===== src/hw/rtl/biquad_iir_pcm_filter_macros.svh =====
// ----------------------------------------------------------------------------
// biquad iir pcm filter assertion macros
// shared concurrent assertion forms, clocked on clk, disabled in reset
// ----------------------------------------------------------------------------
`ifndef BIQUAD_IIR_PCM_FILTER_MACROS_SVH
`define BIQUAD_IIR_PCM_FILTER_MACROS_SVH

// same-cycle implication
`define BQF_ASSERT_IMP(lbl, ante, cons) \
    lbl: assert property (@(posedge clk) disable iff (!rst_n) (ante) |-> (cons)) \
        else $error("bqf assertion failed");

// next-cycle implication
`define BQF_ASSERT_NXT(lbl, ante, cons) \
    lbl: assert property (@(posedge clk) disable iff (!rst_n) (ante) |=> (cons)) \
        else $error("bqf assertion failed");

`endif


===== src/hw/rtl/bqf_pkg.sv =====
`timescale 1ns / 1ps
`default_nettype none
// ----------------------------------------------------------------------------
// bqf_pkg
// widths, fixed-point constants, register map and shared types of the filter
// ----------------------------------------------------------------------------
package bqf_pkg;

    localparam int SampleW   = 16;
    localparam int CoefW     = 24;
    localparam int HistW     = 32;
    localparam int AccW      = HistW + CoefW + 2;
    localparam int FracShift = 21;
    localparam int FfShift   = 9;
    localparam int YWideW    = AccW - FracShift;
    localparam int UnitShift = 24;
    localparam int MagW      = UnitShift + 1;
    localparam int PcmShift  = 15;
    localparam int ProdW     = MagW + PcmShift;

    localparam logic signed [HistW-1:0] UnitQ24    = HistW'(64'sd16777216);
    localparam logic signed [HistW-1:0] NegUnitQ24 = HistW'(-64'sd16777216);

    // apb register map
    localparam int DataW   = 32;
    localparam int AddrW   = 5;
    localparam int RegIdxW = 3;

    localparam logic [RegIdxW-1:0] RegB0 = 3'd0;
    localparam logic [RegIdxW-1:0] RegB1 = 3'd1;
    localparam logic [RegIdxW-1:0] RegB2 = 3'd2;
    localparam logic [RegIdxW-1:0] RegA1 = 3'd3;
    localparam logic [RegIdxW-1:0] RegA2 = 3'd4;

    localparam logic [CoefW-1:0] B0Reset = 24'h200000;

    typedef struct packed {
        logic signed [CoefW-1:0] b0;
        logic signed [CoefW-1:0] b1;
        logic signed [CoefW-1:0] b2;
        logic signed [CoefW-1:0] a1;
        logic signed [CoefW-1:0] a2;
    } coef_t;

    typedef struct packed {
        logic signed [HistW-1:0] y;
        logic                    last;
    } hist_beat_t;

endpackage

`default_nettype wire


===== src/hw/rtl/bqf_out_if.sv =====
`timescale 1ns / 1ps
`default_nettype none
// ----------------------------------------------------------------------------
// bqf_out_if
// filtered sample channel: valid/ready with pcm sample and last mark
// ----------------------------------------------------------------------------
interface bqf_out_if;

    logic                               valid;
    logic                               ready;
    logic signed [bqf_pkg::SampleW-1:0] sample_out;
    logic                               last_out;

    modport source (output valid, output sample_out, output last_out, input ready);
    modport sink   (input valid, input sample_out, input last_out, output ready);

endinterface

`default_nettype wire


===== src/hw/rtl/bqf_scale.sv =====
`timescale 1ns / 1ps
`default_nettype none
// ----------------------------------------------------------------------------
// bqf_scale
// output stage: clamp q8.24 to unit range, scale by 32767 toward zero,
// hold the pcm beat in the output register
// ----------------------------------------------------------------------------
`include "biquad_iir_pcm_filter_macros.svh"

module bqf_scale (
    input  logic                clk,
    input  logic                rst_n,
    input  logic                beat_valid,
    output logic                beat_ready,
    input  bqf_pkg::hist_beat_t beat,
    bqf_out_if.source           filtered
);

    logic                               c_valid_reg;
    logic signed [bqf_pkg::SampleW-1:0] sample_out_reg, sample_out_next;
    logic                               last_out_reg;
    logic                               c_ready;

    logic signed [bqf_pkg::HistW-1:0]   clamped;
    logic                               neg;
    logic [bqf_pkg::MagW-1:0]           mag;
    logic [bqf_pkg::ProdW-1:0]          prod;
    logic [bqf_pkg::SampleW-1:0]        q;

    assign c_ready    = !c_valid_reg || filtered.ready;
    assign beat_ready = c_ready;

    assign filtered.valid      = c_valid_reg;
    assign filtered.sample_out = sample_out_reg;
    assign filtered.last_out   = last_out_reg;

    always_comb
    begin
        if (beat.y > bqf_pkg::UnitQ24)
        begin
            clamped = bqf_pkg::UnitQ24;
        end
        else if (beat.y < bqf_pkg::NegUnitQ24)
        begin
            clamped = bqf_pkg::NegUnitQ24;
        end
        else
        begin
            clamped = beat.y;
        end
    end

    assign neg  = clamped[bqf_pkg::HistW-1];
    assign mag  = neg ? bqf_pkg::MagW'(-clamped) : bqf_pkg::MagW'(clamped);
    // mag * 32767 as shift and subtract
    assign prod = (bqf_pkg::ProdW'(mag) << bqf_pkg::PcmShift) - bqf_pkg::ProdW'(mag);
    assign q    = prod[bqf_pkg::ProdW-1:bqf_pkg::UnitShift];

    assign sample_out_next = neg ? $signed(~q + bqf_pkg::SampleW'(1)) : $signed(q);

    always_ff @(posedge clk or negedge rst_n)
    begin
        if (!rst_n)
        begin
            c_valid_reg <= 1'b0;
        end
        else if (c_ready)
        begin
            c_valid_reg <= beat_valid;
        end
    end

    always_ff @(posedge clk)
    begin
        if (c_ready && beat_valid)
        begin
            sample_out_reg <= sample_out_next;
            last_out_reg   <= beat.last;
        end
    end

    `BQF_ASSERT_IMP(a_pcm_range, c_valid_reg,
        sample_out_reg != {1'b1, {(bqf_pkg::SampleW-1){1'b0}}})

endmodule

`default_nettype wire


===== src/flat_wrapper.sv =====
// flat-port wrapper written by rule: the top's interface ports become plain ports
module bqf_scale_flat 
  (clk, rst_n, beat_valid, beat_ready, beat, filtered_valid, filtered_sample_out, filtered_last_out, filtered_ready);
  bqf_out_if filtered_i ();
  input  logic clk;
  input  logic rst_n;
  input  logic beat_valid;
  output logic beat_ready;
  input  bqf_pkg::hist_beat_t beat;
  output wire logic [$bits(filtered_i.valid)-1:0] filtered_valid;
  output wire logic [$bits(filtered_i.sample_out)-1:0] filtered_sample_out;
  output wire logic [$bits(filtered_i.last_out)-1:0] filtered_last_out;
  input wire logic [$bits(filtered_i.ready)-1:0] filtered_ready;
  assign filtered_valid = filtered_i.valid;
  assign filtered_sample_out = filtered_i.sample_out;
  assign filtered_last_out = filtered_i.last_out;
  assign filtered_i.ready = filtered_ready;
  bqf_scale u_core (.clk(clk), .rst_n(rst_n), .beat_valid(beat_valid), .beat_ready(beat_ready), .beat(beat), .filtered(filtered_i));
endmodule

===== config.mk =====
export PLATFORM = sky130hd
export DESIGN_NAME = bqf_scale_flat
export DESIGN_NICKNAME = d
export VERILOG_FILES = /design/src/hw/rtl/bqf_pkg.sv /design/src/hw/rtl/bqf_out_if.sv /design/src/hw/rtl/bqf_scale.sv /design/src/flat_wrapper.sv
export VERILOG_INCLUDE_DIRS = /design/src /design/src/hw/rtl
export SDC_FILE = /design/constraint.sdc
export NUM_CORES = 1
export LEC_CHECK = 0
export ABC_AREA = 1
export ABC_CLOCK_PERIOD_IN_PS = 2400
export BUFFER_PORTS_ARGS = -buffer_cell sky130_fd_sc_hd__buf_2
export CORE_UTILIZATION = 59
export DETAILED_ROUTE_END_ITERATION = 10
export GPL_ROUTABILITY_DRIVEN = 0
export PLACE_DENSITY = 0.83
export SYNTH_ARGS = -nofsm -noshare
export SYNTH_HDL_FRONTEND = slang
export SYNTH_SLANG_ARGS = --single-unit

===== constraint.sdc =====
create_clock -name clk -period 2.4 [get_ports clk]
set_clock_uncertainty 0.05 [all_clocks]
set_input_delay 0.12 -clock clk [delete_from_list [all_inputs] [get_ports clk]]
set_output_delay 0.12 -clock clk [all_outputs]
set_load 0.02 [all_outputs]

==> qor.yml, run 1 <==
clock_network:
  cts_buffers: 3
  cts_max_level: 1
  cts_root_buffer: "clkbuf_8"
  clock_path_buffers: 2
  cts_setup_buffers: 20
  cts.sinks: 18
  hold_buffers: 2
  cts_resized: 84
synth:
  synth_area_um2: 3540
  synth_area_per_cell_um2: 5.56
  yosysUniqueCellTypes: 39
  yosys_warnings: 0
  synthArstFlopShare: 0.0556
  synth_edf_count: 17
  ys.flop_type: "edfxtp_1"
  syn_inst: 636
  syn_nets: 680
  seq_area_frac_synth: 0.151
  ys_ff_latch: 18
placement:
  placed_cell_area_um2: 5270
  dpl.hpwl_um: 12900
  dp.cells: 924
  io_buffers: 55
status:
  error_line: "[ERROR DPL-0038] Utilization greater than 100%, impossible to legalize"
  stop_stage: "4_1_cts"
  run_status: "did not finish"
floorplanning:
  die_h_um: 79.4
  num_io_pins: 56
  initial_utilization: 0.627
  chipWidth_um: 79.4
  fp-row-count: 27
-- cell families after synthesis --
| logic type | after synthesis | share of synthesized area |
|---|---|---|
| simple gates | 421 | 0.538 |
| buf+inv | 118 | 0.145 |
| compound gates | 57 | 0.103 |
| flops | 18 | 0.151 |
| xor+xnor | 15 | 0.0372 |
| fa+ha+maj | 7 | 0.0248 |
-- metrics by stage --
stage | worst slack [ps] | TNS, ps | hold WS [ps]
3_5_place_dp | -2500 | -35420 | -153
3_3_place_gp | -2100 | -29880 | -155
2_1_floorplan | -1610 | -22210 | -226
-- synthesized netlist by cell type (3+ instances only) --
master	count	share of area
nor2_4	3	0.0096
ha_1	7	0.025
edfxtp_1	17	0.14
nand4_1	8	0.014
buf_4	3	0.0064
nor2_1	79	0.084
inv_2	14	0.015
inv_1	91	0.097
o21ai_1	9	0.013
nand2_1	205	0.22
nor2_2	8	0.014
nand3_1	71	0.10
xor2_1	7	0.017
o41ai_2	3	0.014
nand3b_1	9	0.019
xnor2_1	8	0.020
o21ai_0	22	0.031
nand2_2	21	0.037
a21oi_1	11	0.016
nand3_2	7	0.020
o21ai_2	3	0.0074
buf_2	5	0.0071
nor4_1	3	0.0053
==> inputs of run 2 (changes only) <==
- CORE_UTILIZATION: 59 -> 40
- PLACE_DENSITY: 0.83 -> unset
- PLACE_DENSITY_LB_ADDON: unset -> 0.15
==> run 2 against run 1 <==
  * The flow now finishes, with violations (design-rule violations, negative setup slack)
  * Synthesized cell count is the same
  * Synthesized area unchanged
==> qor.yml, run 2 <==
status:
  run_status: "finished with violations"
  failed_checks: "design-rule violations, negative setup slack"
floorplanning:
  fp-row-count: 33
  num_io_pins: 56
  initial_utilization: 0.422
  core_area_um2: 8380
  die_area_um2: 9220
  die_h_um: 96.0
  chipWidth_um: 96.0
critical_path:
  r2r_start: "u_core.filtered.valid$_DFFE_PN0N_"
  critPathCaptureType: "flop"
  r2r_setup_slack_ps: 1230
  r2r-end: "u_core.filtered.sample_out[1]$_DFFE_PP_"
  crit_fanout: 5
  crit_required_ps: 2360
  critPathArrivalTime_ps: 4240
  slowest_stage: "o41ai_4"
  crit_type: "in2reg"
  start_kind: "primary input"
  cp_slowest_stage_delay_ps: 370
  cp_common_cell: "nand2_2"
  r2r_cells: 2
power_and_ir_drop:
  worst_ir_drop_vdd_v: 0.000220
  switching_share: 0.434
  power.density_nw_per_um2: 389
  finalPower_mw: 2.47
  p_leak_nw: 3.45
  p_switching_mw: 1.07
  internal-power_mw: 1.40
  p_clk_frac: 0.102
  seqPwrFrac: 0.167
  combPwrFrac: 0.731
finish:
  fin_util: 0.759
  largest_reg_flops: 16
  num_antenna_cells: 0
  stdcell_count: 1023
  final_common_cell: "buf_4"
  register_area_um2: 536
  synthToLayoutAreaGrowth_pct: 79.9
  mostFrequentLayoutCells: "221 x buf_4, 178 x nand2_1, 83 x inv_1"
  drive_gt1_frac: 0.503
  fillerInstances: 636
  nets: 963
  multi_input_area_um2: 3070
  design_area_um2: 6360
synth:
  seq_area_frac_synth: 0.151
  yosysTopAreaCell: "nand2_1"
  synth_area_per_cell_um2: 5.56
  yosys_warnings: 0
  synth_top_area_share: 0.218
  synth_edf_count: 17
  synth_area_leaders: "nand2_1 22%, edfxtp_1 14%, nand3_1 10%, inv_1 9.7%, nor2_1 8.4%"
  ys.flop_type: "edfxtp_1"
  synth.most_common_cell: "nand2_1"
  synthArstFlopShare: 0.0556
  ys_ff_latch: 18
  synth_common_cells: "205 x nand2_1, 91 x inv_1, 79 x nor2_1"
  synth_area_um2: 3540
  yosysUniqueCellTypes: 39
  syn_inst: 636
  syn_nets: 680
placement:
  dpl_worst_slack_ps: -2430
  dp.cells: 972
  io_buffers: 55
  dpl.hpwl_um: 9630
  placed_cell_area_um2: 5430
clock_network:
  clk_pin_slew_ps: 70
  cts_tree: "built"
  clock_path_buffers: 2
  clk_latency_ps: 260
  cts_buffers: 3
  cts_max_level: 1
  cts_root_buffer: "clkbuf_8"
  cts.sinks: 18
route:
  vias: 5130
  wl_um: 13100
  ant_nets: 0
  routedWlPerCell_um: 12.8
  viasPerCell: 5.01
  drtIter0Drc: 230
  first_pass_iters: 9
  route.detailed.drc: 2
global_route:
  grt_pass1_wl_um: 21000
  overflow: 0
  grt_max_degree: 36
  antenna_found_initial: 0
  grt_usage: 0.286
  grt_pass1_vias: 4874
sta:
  setup_slack_ps: -1880
  report.final.slew_viol_count: 0
  timing.setup.tns_ps: -26530
  worst-slew-pin-transition_ps: 401
  fin_hold_ws_ps: 4.74
  hold_viol: 0
  min_period_over_period: 1.78
  period_minus_slack_ps: 4280
  setup_viol: 16
  rsz0062_at_grt: "true"
  slew_headroom: 0.730
  clock.fmax_mhz: 234
hold_path:
  whs_endpoint: "u_core.filtered.valid$_DFFE_PN0N_"
  whs_path_depth: 3
  hp-start: "beat_valid"
  hold_path_class: "in2reg"
flow_run:
  cap_violations: 0
-- run 2: cell counts after synthesis --
No cell type changed its count.
-- run 2: layout make-up --
class                      instances  share of cell area
multi-input combinational        500               0.482
tap                              105              0.0207
clock buffer                       4             0.00865
sequential                        18              0.0842
inverter                         105              0.0643
timing repair buffer             291               0.340
-- run 2: cell families after synthesis --
kind of cell,synth area share
and+or+nand+nor,0.538
buffers and inverters,0.145
AOI/OAI and AO/OA,0.103
DFF,0.151
xor gates and xnor gates,0.0372
adders and majority gates,0.0248
-- run 2: metal layers --
metal	global-route usage	part of all wire
met1	0.297	0.38
met3	0.0284	0.041
met2	0.545	0.52
met4	0.180	0.057
met5	0	0
-- run 2: power by group through the flow --
stage / clock network (mW) / registers, mW / logic, mW
2_1_floorplan: 0 / 0.475 / 0.781
3_3_place_gp: 0 / 0.420 / 1.41
3_5_place_dp: 0 / 0.421 / 1.44
4_1_cts: 0.253 / 0.415 / 1.67
5_1_grt: 0.274 / 0.420 / 1.96
6_report: 0.252 / 0.414 / 1.81
-- run 2: what timing repair did --
item	4_1_cts	5_1_grt
hold endpoints to repair	2	0
resized for setup	94	42
endpoints found under the setup margin	16	16
hold buffers	2	0
pin swaps	60	52
buffers inserted	37	13
-- run 2: worst max-delay path by stage --
stage	cells after the start	from	endpoint
CTS	35	beat[32]	u_core.filtered.sample_out[10]$_DFFE_PP_
detailed placement	31	beat[30]	u_core.filtered.sample_out[10]$_DFFE_PP_
finish	32	beat[30]	u_core.filtered.sample_out[12]$_DFFE_PP_
global route	32	beat[30]	u_core.filtered.sample_out[14]$_DFFE_PP_
floorplan	32	beat[26]	u_core.filtered.sample_out[14]$_DFFE_PP_
global placement	31	beat[26]	u_core.filtered.sample_out[14]$_DFFE_PP_
-- run 2: critical path, delay by kind of cell --
family / cells / cell delay (ps)
simple gates: 22 / 2510
buf+inv: 7 / 730
fa+ha+maj: 2 / 460
compound gates: 1 / 370
No activity file was read; power rests on OpenSTA's default activity.
