===== config.mk =====
export PLATFORM = sky130hd
export DESIGN_NAME = bqf_apb_cfg
export DESIGN_NICKNAME = d
export VERILOG_FILES = /design/src/hw/rtl/biquad_iir_pcm_filter_macros.svh /design/src/hw/rtl/bqf_pkg.sv /design/src/hw/rtl/bqf_apb_cfg.sv
export SDC_FILE = /design/constraint.sdc
export NUM_CORES = 1
export LEC_CHECK = 0
export BUFFER_PORTS_ARGS = -buffer_cell sky130_fd_sc_hd__buf_2
export CORE_MARGIN = 2
export CORE_UTILIZATION = 55
export CTS_BUF_LIST = sky130_fd_sc_hd__clkbuf_8
export DETAILED_ROUTE_END_ITERATION = 7
export PLACE_DENSITY_LB_ADDON = 0.08
export RECOVER_POWER = 100
export SYNTH_ARGS = -nofsm -noshare
export SYNTH_HDL_FRONTEND = slang
export SYNTH_SLANG_ARGS = --single-unit

===== constraint.sdc =====
create_clock -name clk -period 2.3 [get_ports clk]
set_input_delay 0.115 -clock clk [delete_from_list [all_inputs] [get_ports clk]]
set_output_delay 0.115 -clock clk [all_outputs]
set_load 0.03 [all_outputs]

===== src/hw/rtl/biquad_iir_pcm_filter_macros.svh =====
// ----------------------------------------------------------------------------
// biquad iir pcm filter assertion macros
// shared concurrent assertion forms, clocked on clk, disabled in reset
// ----------------------------------------------------------------------------
`ifndef BIQUAD_IIR_PCM_FILTER_MACROS_SVH
`define BIQUAD_IIR_PCM_FILTER_MACROS_SVH

// same-cycle implication
`define BQF_ASSERT_IMP(lbl, ante, cons) \
    lbl: assert property (@(posedge clk) disable iff (!rst_n) (ante) |-> (cons)) \
        else $error("bqf assertion failed");

// next-cycle implication
`define BQF_ASSERT_NXT(lbl, ante, cons) \
    lbl: assert property (@(posedge clk) disable iff (!rst_n) (ante) |=> (cons)) \
        else $error("bqf assertion failed");

`endif


===== src/hw/rtl/bqf_pkg.sv =====
`timescale 1ns / 1ps
`default_nettype none
// ----------------------------------------------------------------------------
// bqf_pkg
// widths, fixed-point constants, register map and shared types of the filter
// ----------------------------------------------------------------------------
package bqf_pkg;

    localparam int SampleW   = 16;
    localparam int CoefW     = 24;
    localparam int HistW     = 32;
    localparam int AccW      = HistW + CoefW + 2;
    localparam int FracShift = 21;
    localparam int FfShift   = 9;
    localparam int YWideW    = AccW - FracShift;
    localparam int UnitShift = 24;
    localparam int MagW      = UnitShift + 1;
    localparam int PcmShift  = 15;
    localparam int ProdW     = MagW + PcmShift;

    localparam logic signed [HistW-1:0] UnitQ24    = HistW'(64'sd16777216);
    localparam logic signed [HistW-1:0] NegUnitQ24 = HistW'(-64'sd16777216);

    // apb register map
    localparam int DataW   = 32;
    localparam int AddrW   = 5;
    localparam int RegIdxW = 3;

    localparam logic [RegIdxW-1:0] RegB0 = 3'd0;
    localparam logic [RegIdxW-1:0] RegB1 = 3'd1;
    localparam logic [RegIdxW-1:0] RegB2 = 3'd2;
    localparam logic [RegIdxW-1:0] RegA1 = 3'd3;
    localparam logic [RegIdxW-1:0] RegA2 = 3'd4;

    localparam logic [CoefW-1:0] B0Reset = 24'h200000;

    typedef struct packed {
        logic signed [CoefW-1:0] b0;
        logic signed [CoefW-1:0] b1;
        logic signed [CoefW-1:0] b2;
        logic signed [CoefW-1:0] a1;
        logic signed [CoefW-1:0] a2;
    } coef_t;

    typedef struct packed {
        logic signed [HistW-1:0] y;
        logic                    last;
    } hist_beat_t;

endpackage

`default_nettype wire


===== src/hw/rtl/bqf_apb_cfg.sv =====
`timescale 1ns / 1ps
`default_nettype none
// ----------------------------------------------------------------------------
// bqf_apb_cfg
// apb coefficient registers b0, b1, b2, a1, a2 with sign-extended readback
// ----------------------------------------------------------------------------
module bqf_apb_cfg (
    input  logic                        clk,
    input  logic                        rst_n,
    input  logic                        psel,
    input  logic                        penable,
    input  logic                        pwrite,
    input  logic [bqf_pkg::AddrW-1:0]   paddr,
    input  logic [bqf_pkg::DataW-1:0]   pwdata,
    output logic [bqf_pkg::DataW-1:0]   prdata,
    output logic                        pready,
    output bqf_pkg::coef_t              coef
);

    bqf_pkg::coef_t                 coef_reg;
    logic                           wr_en;
    logic [bqf_pkg::RegIdxW-1:0]    reg_idx;
    logic [bqf_pkg::CoefW-1:0]      rd_coef;

    assign pready  = 1'b1;
    assign wr_en   = psel && penable && pwrite;
    assign reg_idx = paddr[bqf_pkg::AddrW-1:2];
    assign coef    = coef_reg;

    always_ff @(posedge clk or negedge rst_n)
    begin
        if (!rst_n)
        begin
            coef_reg.b0 <= bqf_pkg::B0Reset;
            coef_reg.b1 <= '0;
            coef_reg.b2 <= '0;
            coef_reg.a1 <= '0;
            coef_reg.a2 <= '0;
        end
        else if (wr_en)
        begin
            case (reg_idx)
                bqf_pkg::RegB0: coef_reg.b0 <= pwdata[bqf_pkg::CoefW-1:0];
                bqf_pkg::RegB1: coef_reg.b1 <= pwdata[bqf_pkg::CoefW-1:0];
                bqf_pkg::RegB2: coef_reg.b2 <= pwdata[bqf_pkg::CoefW-1:0];
                bqf_pkg::RegA1: coef_reg.a1 <= pwdata[bqf_pkg::CoefW-1:0];
                bqf_pkg::RegA2: coef_reg.a2 <= pwdata[bqf_pkg::CoefW-1:0];
                default:
                begin
                end
            endcase
        end
    end

    always_comb
    begin
        case (reg_idx)
            bqf_pkg::RegB0: rd_coef = coef_reg.b0;
            bqf_pkg::RegB1: rd_coef = coef_reg.b1;
            bqf_pkg::RegB2: rd_coef = coef_reg.b2;
            bqf_pkg::RegA1: rd_coef = coef_reg.a1;
            bqf_pkg::RegA2: rd_coef = coef_reg.a2;
            default:        rd_coef = '0;
        endcase
    end

    assign prdata = {{(bqf_pkg::DataW - bqf_pkg::CoefW){rd_coef[bqf_pkg::CoefW-1]}}, rd_coef};

endmodule

`default_nettype wire


==> run_results.csv, run 1 <==
group,metric,value,unit
critical_path,cp.arrival,1980,ps
clock_network,insertion_delay,430,ps
pwr,power_density,1030,nW/um2
clock_network,cts_tree,"yes",
placed_design,dpl-instance-area,6621,um2
clock_network,cts-root-buf,"clkbuf_8",
floorplanning,rows,36,
layout,num_antenna_cells,0,
critical_path,path_cells,"buf_2 > nor2_2 > clkbuf_2 > a32oi_1 > o21ai_0 > clkbuf_1",
drt,drt_iter0_markers,238,
clock_network,htree_num_levels,4,
sta,finalCritPeriodShare,0.9109,
critical_path,rrSetupSlack,1460,ps
drt,firstDrtPassIters,4,
sta,rsz0062_at_grt,"false",
global_routing,grt.total_usage,0.2854,
floorplanning,initial_core_util,0.5703,
sta,fmax,477.3,MHz
critical_path,critPathKind,"input pin to primary output",
floorplanning,die_area,11010,um2
global_routing,antenna_found_initial,0,
placed_design,io_buffers,183,
clock_network,clkSlewWorstSetupHoldPaths,70,ps
synth,postSynthRegisterBits,120,
sta,tightest_slew,1244,ps
pwr,ir_worst_vdd,0.0005163,V
placed_design,dp_hpwl,9869,um
critical_path,cp_data_required_time,2180,ps
job,maxCapViolations,0,
drt,viasPerCell,5.681,
synth,avgSynthCellArea,14.40,um2
synth,synth_seq_area_share,0.5364,
pwr,p_leak,3.052,nW
sta,skew,0,ps
clock_network,cts_num_sinks,120,
sta,fin_tns_setup,0,ps
critical_path,cp_slowest_stage_delay,610,ps
synth,ys_types,25,
drt,wirelength,15290,um
clock_network,hold_buffers,25,
layout,area_delta_synth_final,24.02,%
critical_path,cp_slowest_cell,"nor2_2",
layout,drive_gt1_frac,0.3453,
synth,synth-edff-count,0,
placed_design,gp_congestion,0.8046,
sta,finalSetupViolCount,0,
clock_network,cts_buffers,17,
floorplanning,fp.coreArea,9819,um2
layout,finish.instance_area,6945,um2
layout,largest_register_ffs,120,
layout,final_core_util,0.7073,
critical_path,critPathCaptureType,"primary output",
floorplanning,die_x,104.9,um
drt,ant_nets,0,
sta,min_period,2095,ps
synth,syn_inst,389,
global_routing,grt_pass1_vias,4291,
drt,route.detailed.drc,0,
layout,fillCellCount,840,
synth,synthesis.nets,431,
clock_network,clockBufferDepth,2,
floorplanning,io_pins,195,
layout,layout.nets,640,
synth,synthArstFlopShare,1.000,
sta,hold_viol,0,
synth,netlist_area,5600,um2
synth,yosysWarnings,0,
outcome,outcome,"completed",
synth,synth_ff_type,"dfrtp_1",
global_routing,grt_pass1_wl,24070,um
drt,routedWlPerCell,20.55,um
global_routing,grt_overflow,0,
critical_path,cp_max_fo,15,
drt,vias,4227,
critical_path,startpoint_type,"input pin",
floorplanning,fp.dieH,104.9,um
sta,slew_violations,0,
global_routing,grt_start_max_net_pins,90,
clock_network,ctsResizeCount,0,
clock_network,postCtsSetupBuffers,0,
hold_path,min_path_type,"input pin to async pin",
sta,maxSlewHeadroom,0.1704,
synth_stat cells, drive strengths merged (2+ instances only):
| master | count | area [um2] |
|---|---|---|
| clkbuf | 13 | 48.80 |
| o21ai | 24 | 120.1 |
| a22oi | 24 | 180.2 |
| mux2 | 144 | 1697 |
| nor2 | 2 | 10.01 |
| a32oi | 24 | 210.2 |
| and2b | 2 | 15.01 |
| buf | 26 | 221.5 |
| dfrtp | 119 | 2978 |
| nor3b | 2 | 31.28 |
stage by stage:
stage                     std cells  worst slack (ps)  total power, mW  hold slack [ps]
after global routing            744             125.6            7.452            183.1
final                           744             204.9            7.154            154.2
after CTS                       744             367.3            7.372            150.2
after floorplan                 389             104.8            4.505           -180.6
after detailed placement        687             370.9            5.280            77.79
after global placement          687             410.9            5.223            74.45
layout make-up:
type,instances,area (um2),share of cell area
repair buffers,229,1106,0.1593
flip-flops and latches,120,3004,0.4325
inverters,1,3.754,0.0005404
multi-input cells,229,2227,0.3207
clock inverters,9,121.4,0.01747
well taps,133,166.4,0.02396
clock buffers,23,316.6,0.04558
logic make-up (layout without fill, tap and decap cells):
group                  after synthesis  in the layout  share of synthesized area
AND/OR/NAND/NOR                     12             12                    0.01988
other                                1              1                  0.0006696
buffers and inverters               40            262                    0.04893
multiplexers                       144            144                     0.3029
flip-flops                         120            120                     0.5364
AO/OA/AOI/OAI                       72             72                    0.09115
critical path: cells and delay by family:
kind,cells,cell delay [ps]
simple gates,1,610
buf+inv,3,980
compound gates,2,270
per-layer routing:
layer  vias to the layer above  part of all wire  track usage  wire length, um
met5                         -                 0            0                0
met4                         0             0.017      0.09905              259
met3                        21             0.064      0.06238              978
met2                       196              0.49       0.4643             7485
met1                      2128              0.43       0.3802             6564
li1                       1882                 -            -                -
power breakdown:
group	switching [mW]	total, mW	internal (mW)
logic	1.56	2.23	0.673
registers	0.336	2.86	2.53
clock network	0.823	2.06	1.23
placed cells by master, fill, tap and decap left out:
cell type | synthesis | layout
a22oi_1 | 24 | 24
a32oi_1 | 24 | 24
and2b_1 | 2 | 2
buf_2 | 7 | 34
buf_4 | 12 | 9
bufinv_16 | 0 | 3
clkbuf_1 | 13 | 152
clkbuf_2 | 0 | 8
clkbuf_4 | 0 | 1
clkbuf_8 | 0 | 23
clkinv_2 | 0 | 1
clkinvlp_4 | 0 | 2
conb_1 | 1 | 1
dfrtp_1 | 119 | 119
dfstp_2 | 1 | 1
dlygate4sd3_1 | 0 | 25
inv_1 | 0 | 4
mux2_1 | 0 | 18
mux2_2 | 124 | 124
mux2_4 | 20 | 2
nand2_1 | 1 | 1
nand3_1 | 1 | 1
nand4b_1 | 0 | 1
nor2_2 | 1 | 1
nor2_4 | 0 | 1
nor2b_1 | 1 | 1
nor3_1 | 0 | 1
nor3b_1 | 0 | 2
o21ai_0 | 24 | 24
or3_2 | 0 | 1
worst paths after layout:
kind                          start  depth (start not counted)         to
max in group asynchronous     rst_n                          3  coef[107]
max                        paddr[3]                          6  prdata[9]
min reg2reg                coef[97]                          1   coef[97]
min in group clk            penable                          5   coef[20]
min                           rst_n                          2  coef[116]
max reg2reg                coef[99]                          1   coef[99]
Note: power is estimated with default switching activity, not from simulation.
==> inputs of run 2 (changes only) <==
Settings changed: CORE_UTILIZATION 55 to 52, GPL_TIMING_DRIVEN set to 0, HOLD_SLACK_MARGIN set to 0.15.
Clock period 2.3 ns to 2 ns, I/O delays scaled along.
==> run 2 against run 1 <==
Effect of this change: clock skew stayed put; global-route usage down 0.75 points; largest cell class unchanged; clock power about the same; highest routed layer unchanged; combinational power increased by 18%; design area increased by 1.6%; first-iteration DRC count shrank 11%; critical path type unchanged; non-clock buffer count increased by 19.
==> run_results.csv, run 2 (same netlist as run 1, synthesis figures left out) <==
group,metric,value,unit
layout,num_antenna_cells,0,
critical_path,critPathCaptureType,"primary output",
drt,routedWlPerCell,20.85,um
critical_path,startpoint_type,"input pin",
clock_network,cts_num_sinks,120,
pwr,p_comb_frac,0.329,
floorplanning,io_pins,195,
clock_network,cts_tree,"yes",
drt,wirelength,15950,um
job,maxCapViolations,0,
layout,final_core_util,0.6805,
global_routing,grt.total_usage,0.2779,
drt,viasPerCell,5.647,
floorplanning,rows,37,
critical_path,critPathKind,"input pin to primary output",
pwr,netSwitchingFraction,0.3992,
critical_path,regToRegStartpoint,"coef[101]",
layout,layout_commonest_cell,"clkbuf_1",
placed_design,gp_congestion,0.8220,
floorplanning,die_area,11620,um2
sta,maxSlewHeadroom,0.1449,
clock_network,htree_num_levels,4,
clock_network,cts-root-buf,"clkbuf_8",
sta,finalSetupViolCount,0,
sta,min_period,1923,ps
pwr,p_int,4.816,mW
sta,finalCritPeriodShare,0.9617,
floorplanning,die_x,107.8,um
pwr,p_switching,3.200,mW
drt,vias,4320,
clock_network,insertion_delay,410,ps
layout,area_delta_synth_final,26.01,%
critical_path,cpLargestDelayFamily,"buffers and inverters",
pwr,ir_worst_vdd,0.0006074,V
global_routing,grt_overflow,0,
pwr,p_leak,3.177,nW
drt,drt_iter0_markers,213,
outcome,outcome,"completed",
sta,skew,0,ps
clock_network,cts_buffers,17,
critical_path,cp_data_required_time,1900,ps
critical_path,cp_max_fo,10,
global_routing,antenna_found_initial,0,
pwr,power_density,1136,nW/um2
floorplanning,fp.coreArea,10370,um2
global_routing,grt_start_max_net_pins,73,
layout,final_cell_mix,"131 x clkbuf_1, 124 x mux2_2, 119 x dfrtp_1",
critical_path,cp.arrival,1820,ps
hold_path,min_path_type,"input pin to register",
placed_design,dpl-instance-area,6720,um2
layout,layout.nets,659,
critical_path,crit_start,"paddr[2]",
critical_path,cp_slowest_stage_delay,360,ps
sta,slew_violations,0,
placed_design,io_buffers,183,
drt,route.detailed.drc,0,
critical_path,crit_top_cell,"buf_2",
layout,finish.instance_area,7057,um2
critical_path,cp_slowest_cell,"buf_2",
placed_design,dp_hpwl,10580,um
sta,fmax,519.9,MHz
hold_path,holdCritStartpoint,"paddr[3]",
critical_path,crit_buf_inv,5,
clock_network,clkSlewWorstSetupHoldPaths,80,ps
pwr,clkPwrFrac,0.260,
critical_path,path_cells,"buf_2 > buf_4 > and2b_1 > clkbuf_1 > buf_2 > a22oi_1 > o21ai_0 > clkbuf_2",
layout,largest_register_ffs,120,
global_routing,grt_pass1_vias,4285,
global_routing,grt_pass1_wl,24080,um
drt,firstDrtPassIters,4,
sta,fin_tns_setup,0,ps
sta,tightest_slew,1283,ps
pwr,p_seq_frac,0.411,
drt,ant_nets,0,
clock_network,postCtsSetupBuffers,0,
sta,rsz0062_at_grt,"false",
clock_network,clockBufferDepth,2,
layout,drive_gt1_frac,0.4006,
floorplanning,initial_core_util,0.5401,
floorplanning,fp.dieH,107.8,um
sta,hold_viol,0,
run 2: changes by cell type in the layout (fill, tap and decap cells not counted), sizes merged:
| cell | change |
|---|---|
| buf | +11 |
| clkinv | +4 |
| clkinvlp | +3 |
| clkbuf | +2 |
| bufinv | -1 |
| inv | -1 |
run 2: cell type report:
class	instances	area, um2
fillers	869	3313
flip-flops and latches	120	3004
multi-input cells	229	2227
repair buffers	209	1041
plain buffers	39	239.0
clock buffers	17	234.0
well taps	136	170.2
clock inverters	14	137.6
inverters	1	3.754
run 2: worst paths after layout:
path / cells after the start / slack [ps] / to
min in group asynchronous: 2 / 480 / coef[116]
worst max-delay path: 8 / 80 / prdata[22]
worst min register to register: 1 / 530 / coef[96]
worst min-delay path: 3 / 280 / coef[71]
max in group asynchronous: 3 / 550 / coef[58]
worst max register to register: 1 / 1160 / coef[101]
run 2: power by group through the flow:
stage / clock network, mW / logic (mW) / registers, mW
after floorplan: 0 / 0.968 / 4.21
after global placement: 0 / 2.76 / 3.28
after detailed placement: 0 / 2.81 / 3.32
after CTS: 2.11 / 2.85 / 3.27
after global routing: 2.22 / 2.79 / 3.35
final: 2.08 / 2.64 / 3.29
run 2: tightest hold or removal path, stage by stage:
cell and delay [ps]:
buf_2 120, nor3b_2 220, mux2_2 240
run 2: timing repair:
action,CTS,global route
gates cloned,0,0
hold buffers,25,0
hold endpoints to repair,240,0
gates resized for setup,4,9
setup endpoints to repair,20,20
run 2: stage by stage:
step | power (mW) | std cells | setup WS [ps] | hold WS (ps)
floorplan | 5.181 | 389 | 232.9 | -195.6
global placement | 6.044 | 708 | -627.8 | 385.6
detailed placement | 6.123 | 709 | -118.9 | 72.04
CTS | 8.232 | 765 | 32.09 | 182.7
global route | 8.359 | 765 | 17.01 | 278.7
finish | 8.017 | 765 | 76.63 | 278.2
run 2: metal layers:
layer / track usage / routed length [um]
met1: 0.3693 / 6933
met2: 0.4510 / 7636
met3: 0.06538 / 1177
met4: 0.09066 / 202
met5: 0 / 0
==> inputs of run 3 (changes only) <==
Settings changed: BUFFER_PORTS_ARGS -buffer_cell sky130_fd_sc_hd__buf_2 to not set, CORE_UTILIZATION 52 to 55, CTS_CLUSTER_DIAMETER set to 40, DONT_BUFFER_PORTS set to 1, HOLD_SLACK_MARGIN 0.15 to 0.06.
==> run 3 against run 2 <==
Effect of this change: the flow now finishes with violations (negative hold slack); die area is 5.3% lower; flip-flop and latch count stayed put; non-clock buffer count is 185 lower; clock skew stayed put; utilization is 4.4 points lower; total power down 5.4%; worst setup slack worse by 4.1 ps; global-route usage decreased by 0.75 points; first-iteration DRC count up 35%; critical endpoint is now prdata[5].
==> run_results.csv, run 3 (same netlist as run 1, synthesis figures left out) <==
group,metric,value,unit
layout,num_antenna_cells,0,
floorplanning,initial_core_util,0.5703,
drt,drt_iter0_markers,288,
layout,fillCellCount,818,
sta,finalSetupViolCount,0,
sta,skew,0,ps
sta,finalCritPeriodShare,0.9637,
layout,largest_register_ffs,120,
drt,wirelength,14600,um
sta,rsz0062_at_grt,"false",
clock_network,insertion_delay,420,ps
hold_path,min_path_type,"input pin to async pin",
layout,final_cell_mix,"124 x mux2_2, 117 x dfrtp_1, 24 x a22oi_1, 24 x dlygate4sd3_1",
global_routing,use_met2,0.4249,
clock_network,clockBufferDepth,2,
global_routing,top_usage_layer,"met2",
critical_path,cp_max_fo,10,
layout,multiInputGateArea,2238,um2
layout,drive_gt1_frac,0.4067,
layout,area_delta_synth_final,11.57,%
drt,viasPerCell,6.208,
floorplanning,fp.coreArea,9819,um2
global_routing,grt_pass1_vias,3858,
clock_network,hold_buffers,24,
clock_network,htree_num_levels,4,
pwr,total_power,7.581,mW
sta,hold_slack,-629.0,ps
outcome,violations,"negative hold slack",
drt,ant_nets,0,
sta,slew_violations,0,
clock_network,cts_buffers,17,
layout,final_core_util,0.6363,
critical_path,rrSetupSlack,1010,ps
outcome,outcome,"complete, but fails checks",
sta,fin_ws,72.52,ps
floorplanning,io_pins,195,
layout,layout.nets,474,
layout,seqCellArea,3007,um2
floorplanning,die_x,104.9,um
global_routing,grt_pass1_wl,22440,um
sta,fmax,518.8,MHz
drt,firstDrtPassIters,4,
floorplanning,rows,36,
pwr,ir_worst_vdd,0.0005337,V
floorplanning,fp.dieH,104.9,um
global_routing,use_met3,0.09545,
pwr,power_density,1213,nW/um2
critical_path,cp.arrival,1830,ps
placed_design,gp_congestion,0.8156,
clock_network,cts_tree,"yes",
clock_network,cts-root-buf,"clkbuf_8",
placed_design,io_buffers,0,
drt,routedWlPerCell,25.26,um
sta,min_period,1927,ps
sta,tightest_slew,1236,ps
critical_path,cp_data_required_time,1900,ps
placed_design,dp_hpwl,9479,um
clock_network,clkSlewWorstSetupHoldPaths,60,ps
layout,layout_commonest_cell,"mux2_2",
sta,hold_viol,120,
sta,maxSlewHeadroom,0.1743,
drt,vias,3588,
global_routing,grtUsageMet1,0.3492,
sta,fin_tns_setup,0,ps
global_routing,antenna_found_initial,0,
global_routing,grt_start_max_net_pins,121,
placed_design,dp_slack,-64.17,ps
drt,route.detailed.drc,0,
critical_path,startpoint_type,"input pin",
critical_path,critPathCaptureType,"primary output",
global_routing,grt_overflow,0,
floorplanning,die_area,11010,um2
clock_network,cts_num_sinks,120,
global_routing,grt.total_usage,0.2704,
job,maxCapViolations,0,
pwr,p_leak,2.769,nW
critical_path,critPathKind,"input pin to primary output",
[run 3: where the power goes]
group	switching (mW)	total, mW	internal [mW]
clock	0.927	2.12	1.19
sequential	1.46	4.35	2.89
combinational	0.552	1.11	0.561
total	2.94	7.58	4.64
[run 3: path summary, 6_finish.rpt]
kind,startpoint,depth (start not counted),endpoint
setup / recovery,paddr[4],5,prdata[5]
hold / removal,rst_n,0,coef[116]
setup reg to reg,coef[117],1,coef[117]
hold reg to reg,coef[71],1,coef[71]
max in group asynchronous,rst_n,0,coef[112]
min in group clk,penable,3,coef[2]
[run 3: timing repair]
action	CTS	global route
buffers inserted	0	0
endpoints found under the hold margin	240	120
endpoints found under the setup margin	21	28
gates resized for setup	16	18
[run 3: through the flow]
stage          instances  cell area (um2)  hold slack [ps]
2_1_floorplan        389             5600           -195.6
3_3_place_gp         522             5767           -193.3
3_5_place_dp         522             5767           -192.6
4_1_cts              578             6401           -656.9
5_1_grt              578             6248           -662.6
6_report             578             6248           -629.0
[run 3: cell type report]
class,instances,share of cell area
Sequential cell,120,0.4812
Multi-Input combinational cell,229,0.3582
Timing Repair Buffer,24,0.03845
Clock buffer,17,0.03744
Buffer,39,0.03404
Tap cell,133,0.02663
Clock inverter,15,0.02343
Inverter,1,0.0006007
[run 3: metal layers]
metal / wire (um) / share of wire
met1: 6215 / 0.43
met2: 7078 / 0.48
met3: 1123 / 0.077
met4: 184 / 0.013
met5: 0 / 0
[run 3: worst max-delay path: stages]
cell and delay (ps):
nor2b_1 100, clkbuf_1 340, clkbuf_1 520, a22oi_1 180, o21ai_1 580
